$ cat config.mk
export PLATFORM = sky130hd
export DESIGN_NAME = fsge_ctrl
export DESIGN_NICKNAME = d
export VERILOG_FILES = /design/src/hw/rtl/fsge_pkg.sv /design/src/hw/rtl/fsge_ctrl.sv
export SDC_FILE = /design/constraint.sdc
export NUM_CORES = 1
export LEC_CHECK = 0
export BUFFER_PORTS_ARGS = -buffer_cell sky130_fd_sc_hd__buf_2
export CORE_UTILIZATION = 51
export DETAILED_ROUTE_END_ITERATION = 10
export GPL_ROUTABILITY_DRIVEN = 0
export HOLD_SLACK_MARGIN = 0.06
export PLACE_DENSITY_LB_ADDON = 0.25
export SLEW_MARGIN = 25
export SYNTH_ARGS = -nofsm -noshare
export SYNTH_HDL_FRONTEND = slang
export SYNTH_SLANG_ARGS = --single-unit
export TNS_END_PERCENT = 5
$ cat constraint.sdc
create_clock -name clk -period 2.39 [get_ports clk]
set_input_delay 0.239 -clock clk [delete_from_list [all_inputs] [get_ports clk]]
set_output_delay 0.239 -clock clk [all_outputs]
set_load 0.005 [all_outputs]
$ cat src/hw/rtl/fsge_pkg.sv
// shared types, codes and controller/datapath interface structs for the sand grid engine
package fsge_pkg;

	localparam int KIND_W  = 2;
	localparam int COLOR_W = 32;
	localparam int CNT_W   = 13;
	localparam int WORD_W  = KIND_W + COLOR_W;
	localparam int COORD_W = 6;
	localparam int IN_W    = 48;
	localparam int OUT_W   = 48;

	localparam logic [KIND_W-1:0] KIND_AIR  = 2'd0;
	localparam logic [KIND_W-1:0] KIND_SAND = 2'd1;

	localparam logic [CNT_W-1:0] COUNT_MAX = 13'd8191;

	typedef enum logic [1:0] {
		CMD_PAINT = 2'd0,
		CMD_BRUSH = 2'd1,
		CMD_STEP  = 2'd2,
		CMD_READ  = 2'd3
	} cmd_t;

	typedef enum logic [1:0] {
		WR_CLEAR  = 2'd0,
		WR_PAINT  = 2'd1,
		WR_TARGET = 2'd2,
		WR_SOURCE = 2'd3
	} wsel_t;

	typedef enum logic [1:0] {
		RD_POINT = 2'd0,
		RD_SCAN  = 2'd1,
		RD_NB    = 2'd2
	} rsel_t;

	localparam logic [1:0] NB_BELOW = 2'd0;
	localparam logic [1:0] NB_LEFT  = 2'd1;
	localparam logic [1:0] NB_RIGHT = 2'd2;

	typedef struct packed {
		logic  cap;
		logic  ram_we;
		wsel_t wsel;
		rsel_t rsel;
		logic  arm_inc;
		logic  nb_first;
		logic  nb_next;
		logic  scan_adv;
		logic  cnt_inc;
		logic  grab_color;
		logic  rd_capture;
		logic  out_load;
	} ctrl_cmd_t;

	typedef struct packed {
		cmd_t in_cmd;
		logic last_cell;
		logic arm_last;
		logic pt_inside;
		logic cur_sand;
		logic row_nz;
		logic nb_air;
		logic nb_more;
		logic out_free;
	} ctrl_sts_t;

endpackage

$ cat src/hw/rtl/fsge_ctrl.sv
// controller: sequences clearing, painting, reads and the physics scan
module fsge_ctrl import fsge_pkg::*; (
	input  logic      clk,
	input  logic      arst_n,
	input  logic      s_tvalid,
	output logic      s_tready,
	input  ctrl_sts_t sts,
	output ctrl_cmd_t cmd
);

	typedef enum logic [12:0] {
		S_CLEAR    = 13'b0000000000001,
		S_IDLE     = 13'b0000000000010,
		S_PAINT    = 13'b0000000000100,
		S_BRUSH    = 13'b0000000001000,
		S_RDREQ    = 13'b0000000010000,
		S_RDWAIT   = 13'b0000000100000,
		S_SCAN_RD  = 13'b0000001000000,
		S_SCAN_CHK = 13'b0000010000000,
		S_NB_RD    = 13'b0000100000000,
		S_NB_CHK   = 13'b0001000000000,
		S_MV_T     = 13'b0010000000000,
		S_MV_S     = 13'b0100000000000,
		S_DONE     = 13'b1000000000000
	} state_t;

	state_t state_q;
	state_t state_d;

	assign s_tready = (state_q == S_IDLE);

	always_comb begin
		state_d = state_q;
		cmd     = '0;
		cmd.wsel = WR_CLEAR;
		cmd.rsel = RD_SCAN;
		unique case (state_q)
			S_CLEAR: begin
				cmd.ram_we = 1'b1;
				cmd.wsel   = WR_CLEAR;
				if (sts.last_cell) begin
					state_d = S_IDLE;
				end else begin
					cmd.scan_adv = 1'b1;
				end
			end
			S_IDLE: begin
				if (s_tvalid) begin
					cmd.cap = 1'b1;
					unique case (sts.in_cmd)
						CMD_PAINT: state_d = S_PAINT;
						CMD_BRUSH: state_d = S_BRUSH;
						CMD_STEP:  state_d = S_SCAN_RD;
						CMD_READ:  state_d = S_RDREQ;
						default:   state_d = S_IDLE;
					endcase
				end
			end
			S_PAINT: begin
				cmd.ram_we = sts.pt_inside;
				cmd.wsel   = WR_PAINT;
				state_d    = S_DONE;
			end
			S_BRUSH: begin
				cmd.ram_we  = sts.pt_inside;
				cmd.wsel    = WR_PAINT;
				cmd.arm_inc = 1'b1;
				if (sts.arm_last) begin
					state_d = S_DONE;
				end
			end
			S_RDREQ: begin
				cmd.rsel = RD_POINT;
				state_d  = sts.pt_inside ? S_RDWAIT : S_DONE;
			end
			S_RDWAIT: begin
				cmd.rd_capture = 1'b1;
				state_d        = S_DONE;
			end
			S_SCAN_RD: begin
				cmd.rsel = RD_SCAN;
				state_d  = S_SCAN_CHK;
			end
			S_SCAN_CHK: begin
				cmd.grab_color = 1'b1;
				if (sts.cur_sand && sts.row_nz) begin
					cmd.nb_first = 1'b1;
					state_d      = S_NB_RD;
				end else if (sts.last_cell) begin
					state_d = S_DONE;
				end else begin
					cmd.scan_adv = 1'b1;
					state_d      = S_SCAN_RD;
				end
			end
			S_NB_RD: begin
				cmd.rsel = RD_NB;
				state_d  = S_NB_CHK;
			end
			S_NB_CHK: begin
				if (sts.nb_air) begin
					state_d = S_MV_T;
				end else if (sts.nb_more) begin
					cmd.nb_next = 1'b1;
					state_d     = S_NB_RD;
				end else if (sts.last_cell) begin
					state_d = S_DONE;
				end else begin
					cmd.scan_adv = 1'b1;
					state_d      = S_SCAN_RD;
				end
			end
			S_MV_T: begin
				cmd.ram_we  = 1'b1;
				cmd.wsel    = WR_TARGET;
				cmd.cnt_inc = 1'b1;
				state_d     = S_MV_S;
			end
			S_MV_S: begin
				cmd.ram_we = 1'b1;
				cmd.wsel   = WR_SOURCE;
				if (sts.last_cell) begin
					state_d = S_DONE;
				end else begin
					cmd.scan_adv = 1'b1;
					state_d      = S_SCAN_RD;
				end
			end
			S_DONE: begin
				if (sts.out_free) begin
					cmd.out_load = 1'b1;
					state_d      = S_IDLE;
				end
			end
			default: begin
				state_d = S_IDLE;
			end
		endcase
	end

	always_ff @(posedge clk or negedge arst_n) begin
		if (!arst_n) begin
			state_q <= S_CLEAR;
		end else begin
			state_q <= state_d;
		end
	end

endmodule

==> reports/results.txt <==
Maximum capacitance violations -> 0
Final routed wirelength across all metal layers -> 2560 µm
Nets -> 161
Final design utilization -> 0.690
Std-Cell Core Area -> 1820 µm²
Proportion of layout cells with a drive suffix above 1 -> 0.340
Final hold vios -> 0
Number of port buffers -> 27
DPL Wire Length -> 1860 µm
Placed Instances -> 164
Initial antenna violation count -> 0
Met2 Track Usage GR -> 0.356
Skew-Pair Late Insertion Delay -> 0.28 ns
Layout Area Growth over Synthesis -> 20.7%
Largest net degree at the start of global routing -> 14
Deepest level of the CTS H-tree -> 1
Cells after Synth -> 117
Data required time of the critical path -> 2.15 ns
Remaining antenna violation count -> 0
Die outline height -> 47.2 µm
Post-route insts no fill -> 172
Clock slew at reported path FFs -> 0.09 ns
Initial core utilization -> 0.572
Number of register bits inferred by synthesis -> 13
Largest registers -> state_q (13)
Via-to-Cell Ratio -> 5.88
Timing-limited maximum frequency -> 425 MHz
Most crowded layer after global routing -> met1
TritonCTS clock tree -> done
Worst ir drop on vdd -> 0.593 mV
Die Width -> 47.2 µm
Worst Setup Start Kind -> flip-flop
Yosys warnings -> 0
Slew at the pin closest to its max-slew limit -> 0.488 ns
Synth async-reset ratio -> 1.00
Min-Delay Startpoint -> sts[9]
Netlist cell types -> 43
Post-placement cell area -> 1190 µm²
DR WL/cell -> 14.9 µm
Final max-slew violation count -> 0
Number of cells on the worst reg-to-reg path -> 5
# setup viols final -> 0
# clock sinks -> 13
Register ranked first by flip-flop count -> state_q
Headroom to the max-slew limit -> 0.672
Critical R2R Launch -> state_q[11]
Number of flip-flops in the largest register -> 13
Detailed-route DRC error count -> 0
Leading register cell type out of synthesis -> sky130_fd_sc_hd__dfrtp_1
Tmin final -> 2.35 ns
Maximum clock insertion buffer count -> 2
Row Count -> 15
Worst hold path type -> in -> reg
Setup repair after global routing missed its margin -> true
Net count after synthesis -> 130
All-layer global routing usage -> 0.245
Final Total Pwr -> 0.979 mW
Clock root buffer -> sky130_fd_sc_hd__clkbuf_4
Post-route standard cell area excluding fillers -> 1260 µm²
Iteration-0 DRC Markers -> 46
Die Outline Area -> 2230 µm²
Boundary Pins -> 28
Number of detailed-route iterations in the first pass -> 4
Filler cell count in the final layout -> 156
Netlist area before placement -> 1040 µm²
Vias in the first global route -> 828
Worst R2R Setup Slack -> 0.32 ns
Period utilisation layout -> 0.985
Fraction of the yosys area taken by sequential cells -> 0.314
Arrival time at the worst endpoint -> 2.11 ns
Number of buffers added by the clock tree synthesis step -> 3
Max Clock Skew -> 0.00654 ns
Leakage -> 0.631 nW
Reg2Reg Capture Point -> state_q[6]
Per-instance average area after synthesis -> 8.90 µm²
Number of enable flip-flop cells after synthesis -> 0
Critical setup path kind -> reg -> out
Hold Crit Depth -> 2
Highest fanout seen on the critical path -> 8
Met1 usage in global routing -> 0.360
Power per standard cell area -> 779 nW/µm²
Min-Delay Endpoint -> state_q[2]
Wire length of the first global-routing pass -> 3730 µm
ANT cells -> 0
Endpoint class of the critical path -> primary output
GR Overflow Total -> 0
Run status -> finished clean
Met3 routing resource usage after global routing -> 0.0269
Routed vias -> 1012
## cell usage in the layout, fill, tap and decap left out, drive strengths merged, types with 4 or more instances in the layout
cell and n:
clkbuf 4, nor4 6, nor4b 5, nand4 6
inv 7, a21oi 4, nand2 7, xor2 4
nor2 10, nand2b 4, dfrtp 12, buf 33
## worst max-delay path by stage
stage / from / to / slack [ns] / cells after the start
floorplan: state_q[0] / state_q[1] / 0.35 / 5
global placement: state_q[5] / state_q[1] / 0.36 / 5
detailed placement: state_q[5] / state_q[1] / 0.30 / 5
CTS: state_q[11] / cmd[8] / 0.04 / 4
global route: state_q[11] / cmd[8] / -0.03 / 4
finish: state_q[11] / cmd[8] / 0.04 / 4
## synth_stat cells, types with 3 or more instances
master	count	area, µm²
sky130_fd_sc_hd__a21oi_1	4	20.0
sky130_fd_sc_hd__clkbuf_1	5	18.8
sky130_fd_sc_hd__dfrtp_1	12	300
sky130_fd_sc_hd__inv_1	7	26.3
sky130_fd_sc_hd__nand2_1	7	26.3
sky130_fd_sc_hd__nand2b_1	4	25.0
sky130_fd_sc_hd__nand4_1	6	37.5
sky130_fd_sc_hd__nor2_1	10	37.5
sky130_fd_sc_hd__nor3b_1	3	22.5
sky130_fd_sc_hd__nor4_1	4	25.0
sky130_fd_sc_hd__nor4b_1	5	43.8
sky130_fd_sc_hd__or4_1	3	22.5
sky130_fd_sc_hd__xor2_1	4	35.0
## cell families after synthesis
kind of cell    synth area share
buf+inv                   0.0637
compound gates             0.129
xor+xnor                  0.0505
simple gates               0.444
flops                      0.314
## through the flow
| stage | hold slack [ns] | setup slack, ns | setup TNS [ns] |
|---|---|---|---|
| after floorplan | -0.0566 | 0.346 | 0 |
| after global placement | 0.147 | 0.364 | 0 |
| after detailed placement | 0.149 | 0.301 | 0 |
| after CTS | 0.131 | 0.0440 | 0 |
| after global routing | 0.134 | -0.0267 | -0.0300 |
| final | 0.131 | 0.0367 | 0 |
## routing by layer
metal,vias to the layer above,part of all wire
met4,0,0.012
met1,471,0.46
met3,4,0.061
met5,-,0
met2,44,0.47
li1,493,-
## worst max-delay path, cell delays in order, from the launching register on
cell and delay (ns):
sky130_fd_sc_hd__dfrtp_2 0.46, sky130_fd_sc_hd__or3_4 0.41, sky130_fd_sc_hd__or4_1 0.52, sky130_fd_sc_hd__or2_2 0.30, sky130_fd_sc_hd__buf_2 0.13
## report_power, final
group	switching (mW)	internal, mW	total [mW]	leakage, nW
clock network	0.0818	0.0648	0.147	0.0150
logic	0.276	0.255	0.531	0.443
registers	0.0573	0.244	0.302	0.173
## what timing repair did
item                                   in CTS  in global routing
resized for setup                           0                  2
endpoints found under the hold margin      12                  0
hold buffers                                1                  0
setup endpoints to repair                   0                  5
buffers inserted                            0                  3
## area by class of cell
| type | count | area [µm²] | share of cell area |
|---|---|---|---|
| multi-input combinational | 89 | 654 | 0.521 |
| timing repair buffer | 34 | 190 | 0.151 |
| inverter | 7 | 26.3 | 0.0209 |
| clock buffer | 4 | 26.3 | 0.0209 |
| tap | 25 | 31.3 | 0.0249 |
| sequential | 13 | 328 | 0.261 |
Power figures use the tool's default switching activity.
